File: src/hdl/token_lexer_stream_assert.svh
// assertion macros for the token lexer
`ifndef TOKEN_LEXER_STREAM_ASSERT_SVH
`define TOKEN_LEXER_STREAM_ASSERT_SVH
`ifndef SYNTH
`define TLS_ASSERT(lbl, clk, rst, prop) \
   lbl: assert property (@(posedge clk) disable iff (rst) (prop)) \
      else $error("token lexer assertion failed");
`define TLS_ASSERT_IMP(lbl, clk, rst, ante, cons) \
   lbl: assert property (@(posedge clk) disable iff (rst) (ante) |-> (cons)) \
      else $error("token lexer assertion failed");
`define TLS_ASSERT_NEXT(lbl, clk, rst, ante, cons) \
   lbl: assert property (@(posedge clk) disable iff (rst) (ante) |=> (cons)) \
      else $error("token lexer assertion failed");
`else
`define TLS_ASSERT(lbl, clk, rst, prop)
`define TLS_ASSERT_IMP(lbl, clk, rst, ante, cons)
`define TLS_ASSERT_NEXT(lbl, clk, rst, ante, cons)
`endif
`endif

File: src/hdl/tls_pkg.sv
`default_nettype none

package tls_pkg;

   localparam int unsigned DEF_TOKEN_LENGTH_LIMIT = 255;

   typedef struct packed {
      logic [7:0] char_code;
      logic       end_of_text;
   } req_word_type;

   typedef struct packed {
      logic [4:0] token_class;
      logic [7:0] token_length;
      logic [2:0] error_code;
      logic       last_of_run;
   } rsp_word_type;

   // token classes, keywords are 0 to 7
   localparam logic [4:0] CLS_AO        = 5'd8;
   localparam logic [4:0] CLS_RO        = 5'd9;
   localparam logic [4:0] CLS_LO        = 5'd10;
   localparam logic [4:0] CLS_PLUS      = 5'd11;
   localparam logic [4:0] CLS_MINUS     = 5'd12;
   localparam logic [4:0] CLS_TIMES     = 5'd13;
   localparam logic [4:0] CLS_DIVISION  = 5'd14;
   localparam logic [4:0] CLS_COMMA     = 5'd15;
   localparam logic [4:0] CLS_BRACE     = 5'd16;
   localparam logic [4:0] CLS_SEMICOLON = 5'd17;
   localparam logic [4:0] CLS_INT       = 5'd18;
   localparam logic [4:0] CLS_DOUBLE    = 5'd19;
   localparam logic [4:0] CLS_IDENT     = 5'd20;
   localparam logic [4:0] CLS_ERROR     = 5'd21;
   localparam logic [4:0] CLS_END       = 5'd22;

   localparam logic [2:0] ERR_NONE      = 3'd0;
   localparam logic [2:0] ERR_UNREC     = 3'd1;
   localparam logic [2:0] ERR_DOT_EDGE  = 3'd2;
   localparam logic [2:0] ERR_LEAD_ZERO = 3'd3;
   localparam logic [2:0] ERR_MULTI_DOT = 3'd4;

   localparam int unsigned KW_COUNT = 8;

   // keyword text, first character in the top byte
   localparam logic [0:KW_COUNT-1][47:0] KW_TEXT = '{
      {"int", 24'h0}, {"double"}, {"scanf", 8'h0}, {"printf"},
      {"if", 32'h0}, {"then", 16'h0}, {"while", 8'h0}, {"do", 32'h0}
   };

   localparam logic [0:KW_COUNT-1][2:0] KW_LEN = '{
      3'd3, 3'd6, 3'd5, 3'd6, 3'd2, 3'd4, 3'd5, 3'd2
   };

   function automatic logic [7:0] kw_char(input logic [2:0] k, input logic [2:0] p);
      logic [5:0] hi;
      hi = 6'd47 - {p, 3'b000};
      return KW_TEXT[k][hi -: 8];
   endfunction

endpackage

`default_nettype wire

File: src/hdl/token_lexer_stream.sv
// token_lexer_stream: lexical analyzer for a small C-like language
//
// req channel: one source character per word (char_code, end_of_text).
// rsp channel: classified tokens, one token per word; last_of_run marks the
// final token that a character caused. A character causes zero to three
// tokens.
// a character is registered on acceptance and classified from the input register;
// the three-entry result buffer loads all of its tokens at once when it has room,
// and the first token is on rsp in the cycle after that load.
// throughput: one character per cycle while each causes at most one token and
// rsp does not stall; a character with k tokens holds the rsp port while the
// result buffer drains them, one token per cycle while rsp does not stall.
// a stall on rsp holds the current token; the input register then fills and
// req_stall rises until the buffer has room.
// an error token halts the lexer; later characters are taken and dropped
// until reset. after the end token the lexer starts over on a new text.
// reset clears the lexer state, the input register and the result buffer.
`default_nettype none
`include "token_lexer_stream_assert.svh"

module token_lexer_stream #(
   parameter int unsigned TOKEN_LENGTH_LIMIT = tls_pkg::DEF_TOKEN_LENGTH_LIMIT
) (
   input  wire logic                  clock,
   input  wire logic                  reset,
   input  wire logic                  req_valid,
   output logic                       req_stall,
   input  wire tls_pkg::req_word_type req_word,
   output logic                       rsp_valid,
   input  wire logic                  rsp_stall,
   output tls_pkg::rsp_word_type      rsp_word
);
   import tls_pkg::*;

   localparam int unsigned CNT_W = $clog2(TOKEN_LENGTH_LIMIT + 1);

   typedef enum logic [2:0] {
      MODE_BEGIN,
      MODE_WORD,
      MODE_NUMBER,
      MODE_CMP,
      MODE_PAIR
   } mode_type;

   typedef struct packed {
      mode_type         mode;
      logic [7:0]       op;
      logic [7:0]       cand;
      logic [CNT_W-1:0] cnt;
      logic [1:0]       dots;
      logic [3:0]       flags;
   } lex_state_type;

   typedef struct packed {
      logic       active;
      logic       is_err;
      logic [4:0] cls;
      logic [7:0] len;
      logic [2:0] err;
   } fin_type;

   function automatic logic is_letter(input logic [7:0] c);
      return (c >= "a" && c <= "z") || (c >= "A" && c <= "Z") || c == "_";
   endfunction

   function automatic logic is_digit(input logic [7:0] c);
      return c >= "0" && c <= "9";
   endfunction

   function automatic logic is_space(input logic [7:0] c);
      return c == " " || c == 8'h09 || c == 8'h0D || c == 8'h0A;
   endfunction

   function automatic logic is_single(input logic [7:0] c);
      return c == "+" || c == "-" || c == "*" || c == "/" || c == "," || c == "(" ||
         c == ")" || c == "{" || c == "}" || c == ";";
   endfunction

   function automatic logic [4:0] single_class(input logic [7:0] c);
      logic [4:0] cls;
      unique case (c)
         "+": cls = CLS_PLUS;
         "-": cls = CLS_MINUS;
         "*": cls = CLS_TIMES;
         "/": cls = CLS_DIVISION;
         ",": cls = CLS_COMMA;
         ";": cls = CLS_SEMICOLON;
         "(", ")", "{", "}": cls = CLS_BRACE;
         default: cls = CLS_IDENT;
      endcase
      return cls;
   endfunction

   function automatic logic [7:0] sat_len(input logic [CNT_W-1:0] cnt);
      logic [15:0] wide;
      wide = 16'(cnt);
      return (wide > 16'd255) ? 8'hFF : wide[7:0];
   endfunction

   function automatic lex_state_type lex_clear();
      lex_state_type s;
      s.mode  = MODE_BEGIN;
      s.op    = 8'h00;
      s.cand  = 8'hFF;
      s.cnt   = '0;
      s.dots  = 2'd0;
      s.flags = 4'd0;
      return s;
   endfunction

   function automatic logic [CNT_W-1:0] count_up(input logic [CNT_W-1:0] cnt);
      return (cnt < CNT_W'(TOKEN_LENGTH_LIMIT)) ? cnt + CNT_W'(1) : cnt;
   endfunction

   function automatic lex_state_type word_step(input lex_state_type st, input logic [7:0] c);
      lex_state_type s;
      s = st;
      for (int k = 0; k < KW_COUNT; k++) begin
         if (s.cnt >= CNT_W'(KW_LEN[k]) || kw_char(3'(k), s.cnt[2:0]) != c) begin
            s.cand[k] = 1'b0;
         end
      end
      s.cnt = count_up(s.cnt);
      return s;
   endfunction

   function automatic lex_state_type number_step(input lex_state_type st, input logic [7:0] c);
      lex_state_type s;
      s = st;
      if (s.cnt == CNT_W'(1) && c != ".") begin
         s.flags[3] = 1'b1;
      end
      if (c == ".") begin
         s.flags[2] = 1'b1;
         if (s.dots != 2'd2) begin
            s.dots = s.dots + 2'd1;
         end
      end else begin
         s.flags[2] = 1'b0;
      end
      s.cnt = count_up(s.cnt);
      return s;
   endfunction

   function automatic fin_type finish_calc(input lex_state_type s);
      fin_type f;
      f.active = 1'b1;
      f.cls    = CLS_IDENT;
      f.len    = sat_len(s.cnt);
      f.err    = ERR_NONE;
      unique case (s.mode)
         MODE_CMP: begin
            f.cls = (s.op == "=") ? CLS_AO : ((s.op == "!") ? CLS_LO : CLS_RO);
            f.len = 8'd1;
         end
         MODE_PAIR: begin
            f.len = 8'd1;
         end
         MODE_WORD: begin
            for (int k = 0; k < KW_COUNT; k++) begin
               if (s.cand[k] && s.cnt == CNT_W'(KW_LEN[k])) begin
                  f.cls = 5'(k);
               end
            end
         end
         MODE_NUMBER: begin
            if (s.flags[1]) begin
               f.err = ERR_DOT_EDGE;
            end else if (s.dots == 2'd0) begin
               f.err = (s.flags[0] && s.cnt != CNT_W'(1)) ? ERR_LEAD_ZERO : ERR_NONE;
            end else if (s.dots == 2'd1) begin
               f.err = (s.flags[0] && s.flags[3]) ? ERR_LEAD_ZERO :
                  (s.flags[2] ? ERR_DOT_EDGE : ERR_NONE);
            end else begin
               f.err = ERR_MULTI_DOT;
            end
            f.cls = (s.dots == 2'd0) ? CLS_INT : CLS_DOUBLE;
         end
         default: begin
            f.active = 1'b0;
         end
      endcase
      f.is_err = f.err != ERR_NONE;
      return f;
   endfunction

   function automatic rsp_word_type make_rsp(input logic [4:0] cls, input logic [7:0] len,
                                             input logic [2:0] err);
      rsp_word_type r;
      r.token_class  = cls;
      r.token_length = len;
      r.error_code   = err;
      r.last_of_run  = 1'b0;
      return r;
   endfunction

   logic          in_valid_ff;
   logic          in_valid_in;
   req_word_type  in_word_ff;
   lex_state_type lex_ff;
   lex_state_type lex_in;
   logic          halted_ff;
   logic          halted_in;
   rsp_word_type  res_ff [0:2];
   rsp_word_type  res_in [0:2];
   logic [1:0]    left_ff;
   logic [1:0]    ptr_ff;
   logic [1:0]    n_res;
   logic          take;
   logic          buf_free;
   logic          advance;
   logic          req_accept;
   logic          consumed;
   logic [7:0]    c;
   fin_type       fin_a;
   fin_type       fin_b;

   assign rsp_valid  = left_ff != 2'd0;
   assign rsp_word   = res_ff[ptr_ff];
   assign take       = rsp_valid && !rsp_stall;
   assign buf_free   = (left_ff == 2'd0) || (left_ff == 2'd1 && take);
   assign advance    = in_valid_ff && buf_free;
   assign req_stall  = in_valid_ff && !buf_free;
   assign req_accept = req_valid && !req_stall;
   assign in_valid_in = req_accept || (in_valid_ff && !advance);

   // classify one character against the lexer state
   always_comb begin
      c         = in_word_ff.char_code;
      lex_in    = lex_ff;
      halted_in = halted_ff;
      res_in    = res_ff;
      n_res     = 2'd0;
      consumed  = 1'b0;
      fin_a     = '0;
      fin_b     = '0;
      if (!halted_ff) begin
         unique case (lex_ff.mode)
            MODE_CMP: begin
               if (c == "=") begin
                  res_in[n_res] = make_rsp(CLS_RO, 8'd2, ERR_NONE);
                  n_res = n_res + 2'd1;
                  lex_in = lex_clear();
                  consumed = 1'b1;
               end
            end
            MODE_PAIR: begin
               if (c == lex_ff.op) begin
                  res_in[n_res] = make_rsp(CLS_LO, 8'd2, ERR_NONE);
                  n_res = n_res + 2'd1;
                  lex_in = lex_clear();
                  consumed = 1'b1;
               end
            end
            MODE_WORD: begin
               if (is_letter(c) || is_digit(c)) begin
                  lex_in = word_step(lex_ff, c);
                  consumed = 1'b1;
               end
            end
            MODE_NUMBER: begin
               if (is_digit(c) || c == ".") begin
                  lex_in = number_step(lex_ff, c);
                  consumed = 1'b1;
               end
            end
            default: begin
            end
         endcase

         if (!consumed) begin
            fin_a = finish_calc(lex_in);
            if (fin_a.active) begin
               res_in[n_res] = make_rsp(fin_a.is_err ? CLS_ERROR : fin_a.cls, fin_a.len,
                                        fin_a.err);
               n_res = n_res + 2'd1;
               if (fin_a.is_err) begin
                  halted_in = 1'b1;
               end else begin
                  lex_in = lex_clear();
               end
            end
            if (!halted_in) begin
               priority if (is_space(c)) begin
               end else if (is_letter(c)) begin
                  lex_in.mode = MODE_WORD;
                  lex_in = word_step(lex_in, c);
               end else if (is_digit(c) || c == ".") begin
                  lex_in.mode = MODE_NUMBER;
                  lex_in.flags = (c == "0") ? 4'd1 : ((c == ".") ? 4'd2 : 4'd0);
                  lex_in = number_step(lex_in, c);
               end else if (c == ">" || c == "<" || c == "!" || c == "=") begin
                  lex_in.mode = MODE_CMP;
                  lex_in.op = c;
               end else if (c == "&" || c == "|") begin
                  lex_in.mode = MODE_PAIR;
                  lex_in.op = c;
               end else if (is_single(c)) begin
                  res_in[n_res] = make_rsp(single_class(c), 8'd1, ERR_NONE);
                  n_res = n_res + 2'd1;
               end else begin
                  res_in[n_res] = make_rsp(CLS_ERROR, 8'd1, ERR_UNREC);
                  n_res = n_res + 2'd1;
                  halted_in = 1'b1;
               end
            end
         end

         if (!halted_in && in_word_ff.end_of_text) begin
            fin_b = finish_calc(lex_in);
            if (fin_b.active) begin
               res_in[n_res] = make_rsp(fin_b.is_err ? CLS_ERROR : fin_b.cls, fin_b.len,
                                        fin_b.err);
               n_res = n_res + 2'd1;
               if (fin_b.is_err) begin
                  halted_in = 1'b1;
               end
            end
            if (!halted_in) begin
               res_in[n_res] = make_rsp(CLS_END, 8'd0, ERR_NONE);
               n_res = n_res + 2'd1;
               lex_in = lex_clear();
            end
         end

         if (n_res != 2'd0) begin
            res_in[n_res - 2'd1].last_of_run = 1'b1;
         end
      end
   end

   always_ff @(posedge clock) begin
      if (reset) begin
         in_valid_ff <= 1'b0;
         lex_ff      <= lex_clear();
         halted_ff   <= 1'b0;
         left_ff     <= 2'd0;
         ptr_ff      <= 2'd0;
      end else begin
         in_valid_ff <= in_valid_in;
         if (advance) begin
            lex_ff    <= lex_in;
            halted_ff <= halted_in;
            left_ff   <= n_res;
            ptr_ff    <= 2'd0;
         end else if (take) begin
            left_ff <= left_ff - 2'd1;
            ptr_ff  <= ptr_ff + 2'd1;
         end
      end
   end

   always_ff @(posedge clock) begin
      if (req_accept) begin
         in_word_ff <= req_word;
      end
      if (advance) begin
         res_ff <= res_in;
      end
   end

   `TLS_ASSERT_IMP(a_error_halts, clock, reset,
      rsp_valid && rsp_word.token_class == CLS_ERROR, halted_ff)
   `TLS_ASSERT_IMP(a_err_code_only_on_error, clock, reset,
      rsp_valid && rsp_word.error_code != ERR_NONE, rsp_word.token_class == CLS_ERROR)
   `TLS_ASSERT_IMP(a_last_matches_buffer, clock, reset,
      rsp_valid, rsp_word.last_of_run == (left_ff == 2'd1))
   `TLS_ASSERT_NEXT(a_halted_is_silent, clock, reset,
      advance && halted_ff, left_ff == 2'd0)

endmodule

`default_nettype wire

File: config.mk
export PLATFORM = sky130hd
export DESIGN_NAME = token_lexer_stream
export DESIGN_NICKNAME = d
export VERILOG_FILES = /design/src/hdl/tls_pkg.sv /design/src/hdl/token_lexer_stream.sv
export VERILOG_INCLUDE_DIRS = /design/src /design/src/hdl
export SDC_FILE = /design/constraint.sdc
export NUM_CORES = 1
export LEC_CHECK = 0
export BUFFER_PORTS_ARGS = -buffer_cell sky130_fd_sc_hd__buf_2
export CAP_MARGIN = 20
export CORE_ASPECT_RATIO = 0.75
export CORE_MARGIN = 2
export CORE_UTILIZATION = 35
export CTS_CLUSTER_DIAMETER = 30
export DETAILED_ROUTE_END_ITERATION = 8
export PLACE_DENSITY = 0.56
export SYNTH_ARGS = -nofsm -noshare
export SYNTH_HDL_FRONTEND = slang
export SYNTH_SLANG_ARGS = --single-unit
File: constraint.sdc
create_clock -name clock -period 14.2 [get_ports clock]
set_input_delay 2.13 -clock clock [delete_from_list [all_inputs] [get_ports clock]]
set_output_delay 2.13 -clock clock [all_outputs]
set_load 0.02 [all_outputs]
Word-level counts from Yosys, hierarchy flattened:

Index checks and enable logic that the tools add are counted.

* $add $sub $neg: 13
* magnitude comparators: 29
* equal/unequal tests: 76
* shifts and indexed selects: 16
* multiplexer cells: 207
* bitwise logic cells: 13
* reductions and logical operators: 95

Operators by type and width (count)
* 2-to-1 mux 51 bit: 19
* indexed part select 55 x 7 -> 8 bit (first input constant): 16
* 2-to-1 mux 33 bit: 14
* bitwise mux 51 bit: 4
* demux 17 bit (select 2 bit): 5
* == test 8 x 6 -> 1 bit (second input constant): 20
* 2-to-1 mux 5 bit: 31
* 2-to-1 mux 17 bit: 9
* one-hot mux 33 bit (4 select lines): 1
* != test 8 bit: 16
* 2-to-1 mux 2 bit: 37
* 2-to-1 mux 8 bit: 8
* 2-to-1 mux 1 bit: 54
* == test 8 x 3 -> 1 bit (second input constant): 6
* >= comparator 8 x 3 -> 1 bit (second input constant): 6
* AND 42 bit: 1
* NOT 42 bit: 1
* logical OR 1 bit: 38
* logical AND 1 bit: 37
* AND 36 bit: 1
* 2-to-1 mux 3 bit: 12
* NOT 36 bit: 1
* one-hot mux 5 bit (7 select lines): 1
* binary-select mux 17 bit (select 2 bit): 1
* other kinds (42): 110

* register bits: 99
* input bits: 13
* logic and storage cells: 473

Longest topological paths before layout:

* depth in word-level cells: 55
* mapped depth: 29
* depth with buffers taken out: 24

Least setup slack after synthesis:

Ideal clock, no wire load.

* path kind: reg-to-reg
* start point: register in_word_ff (netlist bit c[3])
* end point: register res_ff[47] (netlist name), data pin
* data arrival time: 6063 ps
* data required time: 14033 ps
* path slack: 7970 ps
* cell stages (with the launch flop): 28
* path buffers: 7
* period minus slack after synthesis: 6230 ps
* cell sequence: edfxtp_1 > or2_1 > buf_6 > o311ai_4 > nor3_2 > or2_1 > buf_6 > a221oi_4 > nand2_4 > o41a_4 > buf_6 > nor3_2 > nor2_1 > ha_1 > clkbuf_1 > clkbuf_1 > clkbuf_1 > clkbuf_1 > o21ai_0 > a21oi_1 > o21ai_0 > a221oi_1 > o221ai_1 > a21oi_1 > nand2_1 > a311oi_2 > o21bai_4 > a221oi_2

* word-level cells in the longest chain between the ends: 53
* elaborated cells on any way between the ends: 360
* those cells by class: add/sub: 8; order compare: 19; eq/ne: 65; shift: 7; mux: 182; bitwise: 8; reduce/logical: 71

Ends and longest elaborated chain
* start, declared: line token_lexer_stream.sv:199 `req_word_type in_word_ff;`
* start signal, assigned: line token_lexer_stream.sv:355 `in_word_ff <= req_word;`
* >= comparator 8 x 7 -> 1 bit or <= comparator 8 x 7 -> 1 bit (tied branches): line token_lexer_stream.sv:63 `return (c >= "a" && c <= "z") || (c >= "A" && c <= "Z") || c == "_";`
* logical AND 1 bit: line token_lexer_stream.sv:63
* logical OR 1 bit (2 in a row): line token_lexer_stream.sv:63
* logical OR 1 bit: line token_lexer_stream.sv:256 `if (is_letter(c) || is_digit(c)) begin`
* 2-to-1 mux 22 bit: line token_lexer_stream.sv:256
* one-hot mux 33 bit (4 select lines): line token_lexer_stream.sv:238 `unique case (lex_ff.mode)`
* 2-to-1 mux 33 bit: line token_lexer_stream.sv:237 `if (!halted_ff) begin`
* != test 8 x 1 -> 1 bit: line token_lexer_stream.sv:170 `f.err = (s.flags[0] && s.cnt != CNT_W'(1)) ? ERR_LEAD_ZERO : ERR_NONE;`
* [36 not listed]
* 2-to-1 mux 51 bit: line token_lexer_stream.sv:309 `if (!halted_in && in_word_ff.end_of_text) begin`
* 2-to-1 mux 51 bit: line token_lexer_stream.sv:237
* OR 9 bit (no source line)
* 2-to-1 mux 51 bit: line token_lexer_stream.sv:319 `if (!halted_in) begin`
* 2-to-1 mux 51 bit: line token_lexer_stream.sv:309
* 2-to-1 mux 51 bit: line token_lexer_stream.sv:237
* bitwise mux 51 bit: line token_lexer_stream.sv:327 `res_in[n_res - 2'd1].last_of_run = 1'b1;`
* 2-to-1 mux 51 bit *: line token_lexer_stream.sv:326 `if (n_res != 2'd0) begin`
* end signal, assigned: line token_lexer_stream.sv:358 `res_ff <= res_in;`
* end, declared: line token_lexer_stream.sv:204 `rsp_word_type res_ff [0:2];`

Mark *: on every way between the ends. The rest lies on a longest branch, timed or not. The select of a mux whose other input is x is not followed.
A chain may end at the register's enable or synchronous reset.

Final worst setup path:

* start point: register lex_ff[7] (netlist name)
* end point: register res_ff[50] (netlist name), data pin

* word-level cells in the longest chain between the ends: 52
* elaborated cells on any way between the ends: 261
* those cells by class: add/sub: 8; order compare: 16; eq/ne: 36; shift: 16; mux: 133; bitwise: 5; reduce/logical: 47

Ends and longest elaborated chain
* start, declared: line token_lexer_stream.sv:200 `lex_state_type lex_ff;`
* start signal, assigned: line token_lexer_stream.sv:335 `lex_ff <= lex_clear();`
* start signal, assigned: line token_lexer_stream.sv:342 `lex_ff <= lex_in;`
* branches (longest 4 deep; another with adder 8 x 1 -> 8 bit)
* one-hot mux 33 bit (4 select lines) *: line token_lexer_stream.sv:238
* 2-to-1 mux 33 bit *: line token_lexer_stream.sv:237
* branches (longest 45 deep; another with 2-to-1 mux 33 bit)
* 2-to-1 mux 51 bit *: line token_lexer_stream.sv:326

Mark *: on every way between the ends. The select of a mux whose other input is x is not followed.

==> results.tsv <==
metric	value	unit
status	finished, final reports clean	
Synth warnings	0	
Final Skew	18.8	ps
area grow syn2layout	6.00	%
GP Congestion	1.05	
clock sinks	99	
Root Driver	clkbuf_16	
grt ovf	0	
CTS tree	done	
DRT iter0 DRCs	1708	
Clock power frac	0.216	
WL/cell	26.8	um
pre-CTS setup slack	5570	ps
top_reg_cell synth	edfxtp_1	
clk_lat worst skew	370	ps
Max Freq	111	MHz
PD cells	104	nW/um2
CP required	14320	ps
Die Wd	203	um
final setup fails	0	
most frequent cell after synthesis	nand2_1	
Num CTS Buffers	9	
total chip power	1.15	mW
# IOs	32	
die height	153	um
Core ar.	29100	um2
Gate power share	0.439	
nets	1325	
gr usage total	0.284	
DRT Pass-1 Iters	6	
Cell variety after synth	104	
vias in the first global route	9951	
register area	2580	um2
setup TNS	0	ps
postcts setup bufs	0	
maximum vdd drop	0.110	mV
crit path kind	reg -> reg	
Flop pwr share	0.345	
EDFF count, synth	60	
Hold Buf Count CTS	0	
final antenna-violating net count	0	
Cell Count, Final, Fillers Out	1676	
layout cells sized above 1	0.105	
slew margin rel.	0.216	
Multi-input gate area	7170	um2
flops & latches, synth	99	
switch share	0.432	
Vias/cell	6.61	
via count	11100	
Cells after Synth	1319	
post-synthesis sequential area ratio	0.249	
clock buffer depth	2	
CP max stage delay	800	ps
Syn Std Cell Area	10400	um2
Port-buffer cells	31	
CTS resizes	0	
reg-to-reg setup timing slack	5190	ps
CP startpoint kind	flip-flop	
synthesized area per cell	7.86	um2
Net Sw Power	0.496	mW
Area contributors post-synth	edfxtp_1 (17%), dfxtp_1 (7.5%), nand2_1 (5.0%), nor2_1 (4.2%), o21ai_0 (4.2%)	
CP Cell Sequence	ha_1 > nand3_1 > or2_2 > nor3_1 > nand2b_1 > o22a_1 > nand2_4 > o31a_1 > nor3_2 > nor2_1 > ha_1 > buf_4 > nand2b_1 > o21ai_0 > o21bai_1 > o311ai_0 > or4_1 > a22oi_2 > a32oi_1 > and3_1 > a41o_1 > o31a_1	
critical path peak fanout	32	
share of the synthesized area in the top cell type	0.174	
DRC	0	
Crit. End Element	flip-flop	
crit path DAT	9140	ps
first-pass GRT wire length	67.1	mm
worst slew pin tran	1170	ps
antenna fix cells	0	
highest-delay cell along the critical path	dfxtp_1	
largest net degree at the start of global routing	54	
Slew Viols, Final	0	
antenna violations before repair	0	
HP Class	reg -> reg	
Die ar.	31000	um2
Internal	0.652	mW
Filler Cell Count	3023	
Site Rows	54	
minimum clock period	9010	ps
most area-hungry cell type in the Yosys netlist	edfxtp_1	
Net Count, Synth	1365	
initial core utilization	0.356	
Leak	3.83	nW
max-cap viol count	0	
placed cells	1659	
unrepaired setup endpoints after global routing	false	
most frequent cells after synthesis	nand2_1 (138), nor2_1 (117), o21ai_0 (87), a21oi_1 (78), clkbuf_1 (70)	
hpwl dp	34.3	mm
Final Hold Viols	0	
Clock Pin Slew Worst Setup and Hold Paths	80	ps
H-tree depth	3	
final worst setup slack	5190	ps
wirelength, routed	44.9	mm
Final period util	0.635	
Synth async-reset ratio	0	
[placed cells by master, fill, tap and decap left out, types with 21 or more instances in the layout]
cell / instances
xor2_1: 23
xnor2_1: 34
nor2_1: 117
a22oi_1: 30
a31oi_1: 21
mux2i_1: 36
buf_4: 24
ha_1: 33
inv_1: 32
o21ai_0: 87
nand3_1: 54
and2_1: 25
buf_2: 32
a21oi_1: 78
dfxtp_1: 39
nor3_1: 42
nand2_1: 138
edfxtp_1: 60
[final timing paths]
kind / start / to / depth (start not counted)
worst max-delay path: lex_ff[7] / res_ff[50] / 22
worst min-delay path: halted_ff / halted_ff / 2
worst max register to register: lex_ff[7] / res_ff[50] / 22
worst min register to register: halted_ff / halted_ff / 2
[registers in the layout, indices dropped and copies added, names as in the netlist]
register	flops
lex_ff	33
ptr_ff	2
in_valid_ff	1
halted_ff	1
left_ff	2
c	8
res_ff	51
in_word_ff	1
[cell type report]
type                    count  area share
inverters                  35      0.0120
clock buffers              10      0.0217
repair buffers             56      0.0310
multi-input cells        1078       0.652
flip-flops and latches     99       0.235
well taps                 392      0.0446
clock inverters             6     0.00353
[power by group through the flow]
stage | clock, mW | combinational (mW) | sequential (mW)
6_report | 0.248 | 0.505 | 0.396
4_1_cts | 0.249 | 0.492 | 0.395
3_5_place_dp | 0 | 0.490 | 0.402
3_3_place_gp | 0 | 0.491 | 0.401
2_1_floorplan | 0 | 0.358 | 0.388
5_1_grt | 0.258 | 0.544 | 0.401
[metal layers]
layer | vias up | part of all wire | GRT usage
met5 | - | 0 | 0
met2 | 709 | 0.38 | 0.370
met3 | 61 | 0.12 | 0.0687
met1 | 5391 | 0.48 | 0.457
met4 | 0 | 0.020 | 0.0601
li1 | 4918 | - | -
[logic make-up after synthesis]
kind of cell	share of synthesized area
compound gates	0.311
xor+xnor	0.0481
fa+ha+maj	0.0398
buf+inv	0.0597
flops	0.249
mux	0.0391
simple gates	0.253
[per-stage QoR]
| stage | instance area, um2 | utilization | hold WS, ps |
|---|---|---|---|
| after global placement | 10700 | 0.368 | 441 |
| final | 11000 | 0.378 | 461 |
| after detailed placement | 10700 | 0.368 | 452 |
| after floorplan | 10400 | - | 428 |
| after CTS | 11000 | 0.377 | 470 |
| after global routing | 11000 | 0.378 | 495 |
[critical path, delay by kind of cell (launching register included)]
family	cells	cell delay (ps)
flip-flops	1	800
buffers and inverters	1	380
AO/OA/AOI/OAI	9	2890
adder cells (fa/ha/maj)	2	1210
AND/OR/NAND/NOR	10	3490
Power figures use the tool's default switching activity.
